==> src/design/swwl_pkg.sv <==
// Shared types and constants for the stop-and-wait word link.
// Holds op codes, command classes, the command and result records and FIFO defaults.
// No dependencies.
`timescale 1ns / 1ps

package swwl_pkg;

  localparam int unsigned FIFO_DEPTH_DEF = 16;
  localparam int unsigned PAIR_LEN       = 2;
  localparam logic [7:0]  ACK_BYTE       = 8'hC0;

  // host-side op codes as they arrive on op_i
  typedef enum logic [2:0] {
    OP_QUEUE  = 3'd0,
    OP_LINE   = 3'd1,
    OP_UPDATE = 3'd2,
    OP_READ   = 3'd3,
    OP_CLEAR  = 3'd4
  } op_e;

  // command class after decode; unused op codes become CMD_NOP
  typedef enum logic [2:0] {
    CMD_QUEUE,
    CMD_LINE,
    CMD_UPDATE,
    CMD_READ,
    CMD_CLEAR,
    CMD_NOP
  } cmd_e;

  typedef struct packed {
    cmd_e        kind;
    logic [15:0] word;
    logic [7:0]  line_byte;
    logic        is_ack;
  } cmd_t;

  typedef struct packed {
    logic        tx_valid;
    logic [7:0]  tx_byte;
    logic        may_proceed;
    logic [15:0] read_word;
    logic        word_available;
    logic        overflow;
    logic        last;
  } res_t;

  // handshake between front queue and back end
  typedef struct packed {
    logic valid;
    cmd_t cmd;
  } cmd_req_t;

  typedef enum logic [2:0] {
    BK_IDLE,
    BK_QLO,
    BK_TXRD0,
    BK_TXRD1,
    BK_RXRD0,
    BK_RXRD1
  } back_state_e;

endpackage

==> src/design/swwl_ram.sv <==
// Generic single-write, single-read RAM with registered read data.
// Used for both byte FIFOs of the link. No dependencies.
`timescale 1ns / 1ps

module swwl_ram #(
  parameter int unsigned WIDTH = 8,
  parameter int unsigned DEPTH = 16
) (
  input  logic                     clk_i,
  input  logic                     we_i,
  input  logic [$clog2(DEPTH)-1:0] waddr_i,
  input  logic [WIDTH-1:0]         wdata_i,
  input  logic                     re_i,
  input  logic [$clog2(DEPTH)-1:0] raddr_i,
  output logic [WIDTH-1:0]         rdata_o
);

  logic [WIDTH-1:0] mem_q [DEPTH];
  logic [WIDTH-1:0] rdata_q;

  always_ff @(posedge clk_i) begin
    if (we_i) begin
      mem_q[waddr_i] <= wdata_i;
    end
    if (re_i) begin
      rdata_q <= mem_q[raddr_i];
    end
  end

  assign rdata_o = rdata_q;

endmodule

==> src/design/swwl_front.sv <==
// Front end: accepts input items, classifies the op and holds them in a two-slot queue.
// Depends on swwl_pkg.
`timescale 1ns / 1ps

module swwl_front
  import swwl_pkg::*;
(
  input  logic        clk_i,
  input  logic        rst_ni,
  input  logic        in_valid_i,
  output logic        in_stall_o,
  input  logic [2:0]  op_i,
  input  logic [15:0] host_word_i,
  input  logic [7:0]  rx_byte_i,
  input  logic        cmd_pop_i,
  output cmd_req_t    cmd_req_o
);

  logic v0_q, v0_d, v1_q, v1_d;
  cmd_t s0_q, s0_d, s1_q, s1_d;
  cmd_t new_cmd;
  logic push;

  always_comb begin
    new_cmd.word      = host_word_i;
    new_cmd.line_byte = rx_byte_i;
    new_cmd.is_ack    = (rx_byte_i == ACK_BYTE);
    unique case (op_i)
      OP_QUEUE:  new_cmd.kind = CMD_QUEUE;
      OP_LINE:   new_cmd.kind = CMD_LINE;
      OP_UPDATE: new_cmd.kind = CMD_UPDATE;
      OP_READ:   new_cmd.kind = CMD_READ;
      OP_CLEAR:  new_cmd.kind = CMD_CLEAR;
      default:   new_cmd.kind = CMD_NOP;
    endcase
  end

  assign in_stall_o = v1_q;
  assign push       = in_valid_i && !v1_q;

  always_comb begin
    v0_d = v0_q;
    v1_d = v1_q;
    s0_d = s0_q;
    s1_d = s1_q;
    if (cmd_pop_i) begin
      v0_d = v1_q;
      s0_d = s1_q;
      v1_d = 1'b0;
    end
    if (push) begin
      if (!v0_d) begin
        v0_d = 1'b1;
        s0_d = new_cmd;
      end else begin
        v1_d = 1'b1;
        s1_d = new_cmd;
      end
    end
  end

  always_ff @(posedge clk_i or negedge rst_ni) begin
    if (!rst_ni) begin
      v0_q <= 1'b0;
      v1_q <= 1'b0;
    end else begin
      v0_q <= v0_d;
      v1_q <= v1_d;
    end
  end

  always_ff @(posedge clk_i) begin
    s0_q <= s0_d;
    s1_q <= s1_d;
  end

  assign cmd_req_o.valid = v0_q;
  assign cmd_req_o.cmd   = s0_q;

endmodule

==> src/design/swwl_back.sv <==
// Back end: runs commands against the transmit and receive byte FIFOs and the ack state,
// and drives the result register. Depends on swwl_pkg and swwl_ram.
`timescale 1ns / 1ps

module swwl_back
  import swwl_pkg::*;
#(
  parameter int unsigned FIFO_DEPTH = FIFO_DEPTH_DEF
) (
  input  logic     clk_i,
  input  logic     rst_ni,
  input  cmd_req_t cmd_req_i,
  output logic     cmd_pop_o,
  output logic     out_valid_o,
  input  logic     out_stall_i,
  output res_t     res_o
);

  localparam int unsigned IW = $clog2(FIFO_DEPTH);
  localparam int unsigned CW = $clog2(FIFO_DEPTH + 1);
  localparam logic [CW-1:0] CNT_FULL = CW'(FIFO_DEPTH);
  localparam logic [CW-1:0] CNT_PAIR = CW'(PAIR_LEN);

  // (a + b) mod depth, valid while a + b < 2 * depth
  function automatic logic [IW-1:0] wrap_add(logic [IW-1:0] a, logic [CW-1:0] b);
    logic [CW:0] s;
    s = {{(CW + 1 - IW){1'b0}}, a} + {1'b0, b};
    if (s >= (CW + 1)'(FIFO_DEPTH)) begin
      s = s - (CW + 1)'(FIFO_DEPTH);
    end
    return s[IW-1:0];
  endfunction

  back_state_e state_q, state_d;
  logic [CW-1:0] tx_count_q, tx_count_d, rx_count_q, rx_count_d;
  logic [IW-1:0] tx_head_q, tx_head_d, rx_head_q, rx_head_d;
  logic acked_q, acked_d, exp_first_q, exp_first_d;
  logic ovf_q, ovf_d;
  logic [7:0] hi_q, hi_d;
  logic out_valid_q, out_valid_d;
  res_t res_q, res_d;
  logic out_free, emit;

  logic          tx_we, tx_re, rx_we, rx_re;
  logic [IW-1:0] tx_waddr, tx_raddr, rx_waddr, rx_raddr;
  logic [7:0]    tx_wdata, tx_rdata, rx_wdata, rx_rdata;
  logic [15:0]   rd_word;
  logic          tx_full, rx_full;

  swwl_ram #(.WIDTH(8), .DEPTH(FIFO_DEPTH)) u_tx_ram (
    .clk_i   (clk_i),
    .we_i    (tx_we),
    .waddr_i (tx_waddr),
    .wdata_i (tx_wdata),
    .re_i    (tx_re),
    .raddr_i (tx_raddr),
    .rdata_o (tx_rdata)
  );

  swwl_ram #(.WIDTH(8), .DEPTH(FIFO_DEPTH)) u_rx_ram (
    .clk_i   (clk_i),
    .we_i    (rx_we),
    .waddr_i (rx_waddr),
    .wdata_i (rx_wdata),
    .re_i    (rx_re),
    .raddr_i (rx_raddr),
    .rdata_o (rx_rdata)
  );

  assign out_free = !out_valid_q || !out_stall_i;
  assign tx_full  = (tx_count_q == CNT_FULL);
  assign rx_full  = (rx_count_q == CNT_FULL);
  assign tx_waddr = wrap_add(tx_head_q, tx_count_q);
  assign rx_waddr = wrap_add(rx_head_q, rx_count_q);
  assign rd_word  = {hi_q, rx_rdata};

  always_comb begin
    state_d     = state_q;
    tx_count_d  = tx_count_q;
    rx_count_d  = rx_count_q;
    tx_head_d   = tx_head_q;
    rx_head_d   = rx_head_q;
    acked_d     = acked_q;
    exp_first_d = exp_first_q;
    ovf_d       = ovf_q;
    hi_d        = hi_q;
    res_d       = '0;
    emit        = 1'b0;
    cmd_pop_o   = 1'b0;
    tx_we       = 1'b0;
    tx_wdata    = cmd_req_i.cmd.word[15:8];
    tx_re       = 1'b0;
    tx_raddr    = tx_head_q;
    rx_we       = 1'b0;
    rx_wdata    = cmd_req_i.cmd.line_byte;
    rx_re       = 1'b0;
    rx_raddr    = rx_head_q;

    unique case (state_q)
      BK_IDLE: begin
        if (cmd_req_i.valid) begin
          unique case (cmd_req_i.cmd.kind)
            CMD_QUEUE: begin
              // high byte now, low byte in the next step
              ovf_d = tx_full;
              if (!tx_full) begin
                tx_we      = 1'b1;
                tx_count_d = tx_count_q + 1'b1;
              end
              state_d = BK_QLO;
            end
            CMD_LINE: begin
              if (out_free) begin
                emit      = 1'b1;
                cmd_pop_o = 1'b1;
                if (exp_first_q && cmd_req_i.cmd.is_ack) begin
                  acked_d = 1'b1;
                end else begin
                  exp_first_d    = !exp_first_q;
                  res_d.overflow = rx_full;
                  if (!rx_full) begin
                    rx_we      = 1'b1;
                    rx_count_d = rx_count_q + 1'b1;
                  end
                  // ack goes out after the first byte of a pair
                  if (exp_first_q) begin
                    res_d.tx_valid = 1'b1;
                    res_d.tx_byte  = ACK_BYTE;
                  end
                end
              end
            end
            CMD_UPDATE: begin
              if (acked_q && tx_count_q >= CNT_PAIR) begin
                tx_re   = 1'b1;
                state_d = BK_TXRD0;
              end else if (out_free) begin
                emit              = 1'b1;
                cmd_pop_o         = 1'b1;
                res_d.may_proceed = acked_q;
              end
            end
            CMD_READ: begin
              if (rx_count_q >= CNT_PAIR) begin
                rx_re   = 1'b1;
                state_d = BK_RXRD0;
              end else if (out_free) begin
                emit      = 1'b1;
                cmd_pop_o = 1'b1;
              end
            end
            CMD_CLEAR: begin
              if (out_free) begin
                emit       = 1'b1;
                cmd_pop_o  = 1'b1;
                tx_count_d = '0;
                rx_count_d = '0;
                tx_head_d  = '0;
                rx_head_d  = '0;
              end
            end
            default: begin
              if (out_free) begin
                emit      = 1'b1;
                cmd_pop_o = 1'b1;
              end
            end
          endcase
        end
      end
      BK_QLO: begin
        if (out_free) begin
          tx_wdata       = cmd_req_i.cmd.word[7:0];
          emit           = 1'b1;
          cmd_pop_o      = 1'b1;
          res_d.overflow = ovf_q || tx_full;
          if (!tx_full) begin
            tx_we      = 1'b1;
            tx_count_d = tx_count_q + 1'b1;
          end
          state_d = BK_IDLE;
        end
      end
      BK_TXRD0: begin
        if (out_free) begin
          emit              = 1'b1;
          res_d.tx_valid    = 1'b1;
          res_d.tx_byte     = tx_rdata;
          res_d.may_proceed = 1'b1;
          tx_re             = 1'b1;
          tx_raddr          = wrap_add(tx_head_q, CW'(1));
          state_d           = BK_TXRD1;
        end
      end
      BK_TXRD1: begin
        if (out_free) begin
          emit              = 1'b1;
          cmd_pop_o         = 1'b1;
          res_d.tx_valid    = 1'b1;
          res_d.tx_byte     = tx_rdata;
          res_d.may_proceed = 1'b1;
          tx_head_d         = wrap_add(tx_head_q, CNT_PAIR);
          tx_count_d        = tx_count_q - CNT_PAIR;
          acked_d           = 1'b0;
          state_d           = BK_IDLE;
        end
      end
      BK_RXRD0: begin
        hi_d     = rx_rdata;
        rx_re    = 1'b1;
        rx_raddr = wrap_add(rx_head_q, CW'(1));
        state_d  = BK_RXRD1;
      end
      BK_RXRD1: begin
        if (out_free) begin
          emit            = 1'b1;
          cmd_pop_o       = 1'b1;
          res_d.read_word = (~^rd_word) ? rd_word : 16'h0000;
          rx_head_d       = wrap_add(rx_head_q, CNT_PAIR);
          rx_count_d      = rx_count_q - CNT_PAIR;
          state_d         = BK_IDLE;
        end
      end
      default: begin
        state_d = BK_IDLE;
      end
    endcase

    res_d.word_available = (rx_count_d >= CNT_PAIR);
    res_d.last           = cmd_pop_o;
    out_valid_d          = emit || (out_valid_q && out_stall_i);
  end

  always_ff @(posedge clk_i or negedge rst_ni) begin
    if (!rst_ni) begin
      state_q     <= BK_IDLE;
      tx_count_q  <= '0;
      rx_count_q  <= '0;
      tx_head_q   <= '0;
      rx_head_q   <= '0;
      acked_q     <= 1'b1;
      exp_first_q <= 1'b1;
      out_valid_q <= 1'b0;
    end else begin
      state_q     <= state_d;
      tx_count_q  <= tx_count_d;
      rx_count_q  <= rx_count_d;
      tx_head_q   <= tx_head_d;
      rx_head_q   <= rx_head_d;
      acked_q     <= acked_d;
      exp_first_q <= exp_first_d;
      out_valid_q <= out_valid_d;
    end
  end

  always_ff @(posedge clk_i) begin
    ovf_q <= ovf_d;
    hi_q  <= hi_d;
    if (emit) begin
      res_q <= res_d;
    end
  end

  assign out_valid_o = out_valid_q;
  assign res_o       = res_q;

endmodule

==> src/design/stop_and_wait_word_link.sv <==
// Top level of the stop-and-wait word link: front queue plus back end.
// Depends on swwl_pkg, swwl_front, swwl_back (and swwl_ram below it).
//
//   channel | handshake              | payload
//   --------+------------------------+-------------------------------------------
//   in      | in_valid_i / in_stall_o | op_i, host_word_i, rx_byte_i
//   out     | out_valid_o / out_stall_i | tx_valid_o, tx_byte_o, may_proceed_o,
//           |                        | read_word_o, word_available_o, overflow_o, last_o
//
// Back end: line byte, clear, idle poll end in BK_IDLE; queue word adds BK_QLO (one RAM
// write port); sending update and read add TXRD0/1 and RXRD0/1 (two registered RAM reads).
// A two-slot command queue lets input transfers continue while results stall.
// Reset (async, active low) empties both FIFOs and the queue; RAM contents are not cleared.
// out_stall_i holds the result register and the back end; in_stall_o rises when the queue is full.
`timescale 1ns / 1ps

module stop_and_wait_word_link
  import swwl_pkg::*;
#(
  parameter int unsigned FIFO_DEPTH = FIFO_DEPTH_DEF
) (
  input  logic        clk_i,
  input  logic        rst_ni,
  input  logic        in_valid_i,
  output logic        in_stall_o,
  input  logic [2:0]  op_i,
  input  logic [15:0] host_word_i,
  input  logic [7:0]  rx_byte_i,
  output logic        out_valid_o,
  input  logic        out_stall_i,
  output logic        tx_valid_o,
  output logic [7:0]  tx_byte_o,
  output logic        may_proceed_o,
  output logic [15:0] read_word_o,
  output logic        word_available_o,
  output logic        overflow_o,
  output logic        last_o
);

  cmd_req_t cmd_req;
  logic     cmd_pop;
  res_t     res;

  swwl_front u_front (
    .clk_i       (clk_i),
    .rst_ni      (rst_ni),
    .in_valid_i  (in_valid_i),
    .in_stall_o  (in_stall_o),
    .op_i        (op_i),
    .host_word_i (host_word_i),
    .rx_byte_i   (rx_byte_i),
    .cmd_pop_i   (cmd_pop),
    .cmd_req_o   (cmd_req)
  );

  swwl_back #(.FIFO_DEPTH(FIFO_DEPTH)) u_back (
    .clk_i       (clk_i),
    .rst_ni      (rst_ni),
    .cmd_req_i   (cmd_req),
    .cmd_pop_o   (cmd_pop),
    .out_valid_o (out_valid_o),
    .out_stall_i (out_stall_i),
    .res_o       (res)
  );

  assign tx_valid_o       = res.tx_valid;
  assign tx_byte_o        = res.tx_byte;
  assign may_proceed_o    = res.may_proceed;
  assign read_word_o      = res.read_word;
  assign word_available_o = res.word_available;
  assign overflow_o       = res.overflow;
  assign last_o           = res.last;

  // the back end only retires a command that the queue holds
  assert property (@(posedge clk_i) disable iff (!rst_ni) cmd_pop |-> cmd_req.valid)
    else $error("command retired from an empty queue");

  // a full queue always presents its head
  assert property (@(posedge clk_i) disable iff (!rst_ni) in_stall_o |-> cmd_req.valid)
    else $error("input stalled with no pending command");

  // only the first byte of a sent pair is a non-final result
  assert property (@(posedge clk_i) disable iff (!rst_ni)
    (out_valid_o && !last_o) |-> (tx_valid_o && may_proceed_o))
    else $error("non-final result that is not a data byte");

  // line bytes outside an update are always the ack
  assert property (@(posedge clk_i) disable iff (!rst_ni)
    (out_valid_o && tx_valid_o && !may_proceed_o) |-> (tx_byte_o == ACK_BYTE))
    else $error("unexpected line byte outside an update");

endmodule
==> config.mk <==
export PLATFORM = sky130hd
export DESIGN_NAME = stop_and_wait_word_link
export DESIGN_NICKNAME = d
export VERILOG_FILES = /design/src/design/swwl_pkg.sv /design/src/design/swwl_ram.sv /design/src/design/swwl_front.sv /design/src/design/swwl_back.sv /design/src/design/stop_and_wait_word_link.sv
export SDC_FILE = /design/constraint.sdc
export NUM_CORES = 1
export LEC_CHECK = 0
export ABC_AREA = 0
export BUFFER_PORTS_ARGS = -buffer_cell sky130_fd_sc_hd__buf_2
export CORE_AREA = 3 3 208 159
export CTS_CLUSTER_SIZE = 10
export DETAILED_ROUTE_END_ITERATION = 8
export DIE_AREA = 0 0 211 162
export PLACE_DENSITY = 0.73
export SKIP_CTS_REPAIR_TIMING = 1
export SYNTH_ARGS = -nofsm -noshare
export SYNTH_HDL_FRONTEND = slang
export SYNTH_SLANG_ARGS = --single-unit
==> constraint.sdc <==
create_clock -name clk_i -period 5.6 [get_ports clk_i]
set_input_delay 0.84 -clock clk_i [delete_from_list [all_inputs] [get_ports clk_i]]
set_output_delay 0.84 -clock clk_i [all_outputs]
set_load 0.01 [all_outputs]
==> metrics list <==
* Switching component of the power: 3700 uW
- Setup total negative slack on the finished layout was measured at 0 ns.
- Primary FF master, synth: sky130_fd_sc_hd__edfxtp_1
- CTS tree: yes
- Setup repair after global routing left no endpoint under its margin.
- Relative contribution of sequential cells to total power: 44.3%
- In the routed layout, each cell is associated on average with a via count of 6.05.
- Clock tree sinks: 390
- For this design the top-level I/O count stands at 62.
- For this run, design rule violations remaining after detail routing come to 0.
* Fraction of the yosys area taken by sequential cells: 69.0%
- Synthesis instantiated 64 different standard cells from the library.
- The count of buffers added on input and output ports is 61.
- The flow ran to the end, and the final reports show no timing, DRC or antenna violations.
- Net switching fraction of the power: 35.2%
- Summing every instance area after synthesis gives 16400 sq um.
* Remaining max-slew budget at the tightest pin: 6.37%
- # Max-Cap Violations: 0
* Final Hold Violating Endpoints: 0
- For this run, asynchronously set or reset flops after synthesis account for 6.15%.
* Overall power of the completed layout: 10500 uW
* Vertical extent of the die: 162 um
* Die ar.: 34200 sq um
- After synthesis the netlist holds a flip-flop and latch count of 390.
- TritonCTS Buffers: 45
* CP max stage cell: sky130_fd_sc_hd__nor3_1
* Synth-to-layout area growth: 12.4%
* Data arrival, critical path: 3.44 ns
- STA puts the critical path data required time at 5.77 ns.
* Hold WC Path Type: in2async
- Num rows: 56
* Insertion delay of the later-clocked pin in the worst-skew pair: 0.56 ns
- The number of global-route vias before repair was 9505.
- Final period utilization: 58.3%
- The worst setup path is of the reg2reg kind.
* Number of nets in the layout: 1203
* Max incr delay on CP: 0.87 ns
- The H-tree was split into 2 levels.
- Total power per unit cell area: 571 nW/um^2
* Clk network pwr share: 25.0%
- For this run the aggregate overflow at the end of global routing stands at 0.
- Horizontal die dimension: 211 um
- The worst setup path is launched from a flip-flop.
- The worst setup path is captured at a flip-flop.
* Clock-pin transition on the worst setup and hold timing paths: 0.06 ns
- The first global-routing pass estimated 56300 um of wire.
- The final route contains 9680 vias.
* Half-perimeter wire length after placement: 24100 um
* VDD IR max: 0.288 mV
- For this run, the top clock speed supported by timing is 306 MHz.
- Entering global routing, the biggest net connects 39 pins.
- Yosys printed 0 warnings.
- Starting DRT DRC Count: 1286
- The core region is 31200 sq um.
- Average wire per cell in the routed design: 22.6 um
* Share of power burned in combinational logic: 30.7%
* Layout cell share with drive strength beyond 1: 17.8%
- For this block, the routed nets add up to 36100 um of wire.
- In the synthesized netlist, the number of instances is 1088.
- At the pin with the least slew margin, the transition time is 1.40 ns.
* Leakage Power: 0.00654 uW
- Post-synth EDFFs: 338
* Pins over their slew limit: 0
- Crit path time final: 3.27 ns
- Counting the fill cells in the layout gives 2309.
* Buffer depth of the longest clock path: 3
- Worst clock skew on the final layout: 0.0324 ns
* ANT nets after route: 0
* Buffer type at the clock tree root: sky130_fd_sc_hd__clkbuf_16
* All-Layer GR Usage: 21.6%
* Per-instance average area after synthesis: 15.1 sq um
* Routability Congestion: 0.931
- Setup violations remaining at the end of the flow were counted as 0.
* Internal power contribution: 6820 uW
- The first detailed-routing pass took 6 iterations.
- Once the floorplan was initialized, standard cells occupied 52.6% of the core.
- Synthesis produced a netlist with a net count of 1136.
- Of all nets on the critical path, the largest fanout is 18.
- The critical path goes through nor3_2 > nand3_1 > a211oi_1 > nand2_1 > nor3_1.
- Antenna violations before repair: 1
## state kept, by name, indices dropped and copies added (netlist names), 5 cells and up
signal / cells
u_back.u_tx_ram.rdata_o: 8
u_front.cmd_req_o: 28
u_back.u_tx_ram.mem_q: 128
u_back.rx_count_q: 5
u_front.s1_q: 28
u_back.res_o: 29
u_back.hi_q: 8
u_back.tx_count_q: 5
u_back.u_rx_ram.rdata_o: 8
u_back.u_rx_ram.mem_q: 128
## routing by layer
| metal | routed length (um) | up-vias | track usage (%) |
|---|---|---|---|
| li1 | - | 4311 | - |
| met1 | 16500 | 4734 | 35.5 |
| met2 | 14400 | 579 | 27.8 |
| met3 | 4700 | 56 | 6.87 |
| met4 | 522 | 0 | 4.93 |
| met5 | 0 | - | 0 |
## placed cells by master (no fill, tap or decap), types with 5 or more instances in the layout
cell,n
sky130_fd_sc_hd__nand4_1,10
sky130_fd_sc_hd__nand2_1,44
sky130_fd_sc_hd__mux4_2,60
sky130_fd_sc_hd__a221o_1,12
sky130_fd_sc_hd__nor3_1,31
sky130_fd_sc_hd__buf_2,61
sky130_fd_sc_hd__ha_1,17
sky130_fd_sc_hd__clkbuf_16,45
sky130_fd_sc_hd__nand3_1,23
sky130_fd_sc_hd__a32oi_1,8
sky130_fd_sc_hd__and2_1,8
sky130_fd_sc_hd__o211ai_1,7
sky130_fd_sc_hd__a21oi_1,20
sky130_fd_sc_hd__and3_1,5
sky130_fd_sc_hd__o22ai_1,5
sky130_fd_sc_hd__a31oi_1,7
sky130_fd_sc_hd__xnor2_1,19
sky130_fd_sc_hd__nor2_1,70
sky130_fd_sc_hd__nand2b_1,12
sky130_fd_sc_hd__nor2b_1,19
sky130_fd_sc_hd__or2_2,6
sky130_fd_sc_hd__clkbuf_1,33
sky130_fd_sc_hd__buf_4,16
sky130_fd_sc_hd__or3_1,14
sky130_fd_sc_hd__mux2i_1,11
sky130_fd_sc_hd__nor4_1,8
sky130_fd_sc_hd__o21ai_0,19
sky130_fd_sc_hd__edfxtp_1,338
sky130_fd_sc_hd__a222oi_1,25
sky130_fd_sc_hd__xor2_1,7
sky130_fd_sc_hd__dfxtp_1,28
sky130_fd_sc_hd__inv_1,106
sky130_fd_sc_hd__a211oi_1,8
sky130_fd_sc_hd__dfrtp_1,22
## kinds of logic (layout without fill, tap and decap cells)
family                     after synthesis  count (layout)  synth area share [%]
AOI/OAI and AO/OA                      154             154                  7.15
xor gates and xnor gates                26              26                  1.39
adders and majority gates               17              17                  1.30
buffers and inverters                  163             267                  4.04
DFF                                    390             390                  69.0
muxes                                   71              71                  8.91
other                                    0               1                     0
and+or+nand+nor                        267             267                  8.26
## synth_stat cells (3+ instances only)
cell type / number / share of area [%]
sky130_fd_sc_hd__edfxtp_1: 338 / 62
sky130_fd_sc_hd__inv_1: 106 / 2.4
sky130_fd_sc_hd__nor2_1: 71 / 1.6
sky130_fd_sc_hd__mux4_2: 60 / 8.2
sky130_fd_sc_hd__nand2_1: 44 / 1.0
sky130_fd_sc_hd__clkbuf_1: 33 / 0.76
sky130_fd_sc_hd__nor3_1: 32 / 0.98
sky130_fd_sc_hd__dfxtp_1: 28 / 3.4
sky130_fd_sc_hd__a222oi_1: 25 / 1.5
sky130_fd_sc_hd__o21ai_0: 25 / 0.76
sky130_fd_sc_hd__nand3_1: 23 / 0.70
sky130_fd_sc_hd__dfrtp_1: 22 / 3.4
sky130_fd_sc_hd__a21oi_1: 20 / 0.61
sky130_fd_sc_hd__nor2b_1: 19 / 0.72
sky130_fd_sc_hd__xnor2_1: 19 / 1.0
sky130_fd_sc_hd__ha_1: 17 / 1.3
sky130_fd_sc_hd__buf_2: 14 / 0.43
sky130_fd_sc_hd__or3_1: 14 / 0.53
sky130_fd_sc_hd__a221o_1: 12 / 0.73
sky130_fd_sc_hd__nand2b_1: 12 / 0.46
sky130_fd_sc_hd__mux2i_1: 11 / 0.67
sky130_fd_sc_hd__nand4_1: 10 / 0.38
sky130_fd_sc_hd__a211oi_1: 8 / 0.37
sky130_fd_sc_hd__a32oi_1: 8 / 0.43
sky130_fd_sc_hd__and2_1: 8 / 0.31
sky130_fd_sc_hd__nor4_1: 8 / 0.31
sky130_fd_sc_hd__a31oi_1: 7 / 0.27
sky130_fd_sc_hd__o211ai_1: 7 / 0.32
sky130_fd_sc_hd__xor2_1: 7 / 0.37
sky130_fd_sc_hd__o22ai_1: 6 / 0.23
sky130_fd_sc_hd__or2_2: 6 / 0.23
sky130_fd_sc_hd__and3_1: 5 / 0.19
sky130_fd_sc_hd__buf_1: 5 / 0.11
sky130_fd_sc_hd__buf_6: 4 / 0.27
sky130_fd_sc_hd__o21a_1: 4 / 0.18
sky130_fd_sc_hd__a21o_1: 3 / 0.14
sky130_fd_sc_hd__a221oi_1: 3 / 0.16
sky130_fd_sc_hd__a22o_1: 3 / 0.16
sky130_fd_sc_hd__nor3_2: 3 / 0.18
sky130_fd_sc_hd__nor3b_1: 3 / 0.14
sky130_fd_sc_hd__o31ai_1: 3 / 0.14
## power groups by stage
stage	Combinational, uW	Sequential [uW]	Clock, uW
6_report	3230	4660	2630
5_1_grt	3550	4720	2800
4_1_cts	3200	4650	2670
3_5_place_dp	3180	4700	0
3_3_place_gp	3110	4670	0
2_1_floorplan	2270	4500	0
## final timing paths
kind | from | to | slack (ns) | cells after the start
worst max-delay path | u_back.state_q[2] | u_back.u_tx_ram.mem_q[8][7] | 2.33 | 5
worst max register to register | u_back.state_q[2] | u_back.u_tx_ram.mem_q[8][7] | 2.33 | 5
worst min-delay path | rst_ni | u_back.tx_count_q[0] | 0.29 | 1
min in group clk_i | host_word_i[1] | u_front.s1_q[10] | 0.48 | 1
max in group asynchronous | rst_ni | u_back.tx_count_q[1] | 4.89 | 1
worst min register to register | u_front.cmd_req_o[16] | u_front.cmd_req_o[16] | 0.50 | 2
## area by class of cell
| cell class | instances | area (sq um) | share of cell area (%) |
|---|---|---|---|
| antenna | 1 | 2.50 | 0.0136 |
| clock buffer | 79 | 1260 | 6.86 |
| clock inverter | 5 | 53.8 | 0.292 |
| inverter | 106 | 398 | 2.16 |
| multi-input combinational | 535 | 4470 | 24.2 |
| sequential | 390 | 11300 | 61.4 |
| tap | 406 | 508 | 2.76 |
| timing repair buffer | 77 | 425 | 2.31 |
## critical path: cells and delay by family, from the launching register on
family,cells,cell delay (ns)
AOI/OAI and AO/OA,1,0.38
DFF,1,0.61
and+or+nand+nor,4,1.89
## metrics by stage
step                instances  area, sq um  hold WS (ns)  setup WS [ns]  util [%]
finish                   1599        18400         0.290           2.33      59.1
global route             1598        18400         0.326           2.04      59.1
CTS                      1598        18400         0.288           2.31      59.1
detailed placement       1514        17100         0.484           1.94      54.9
global placement         1514        17100         0.473           2.04      54.9
floorplan                1088        16400         0.457           1.36         -
Note: power is estimated with default switching activity, not from simulation.
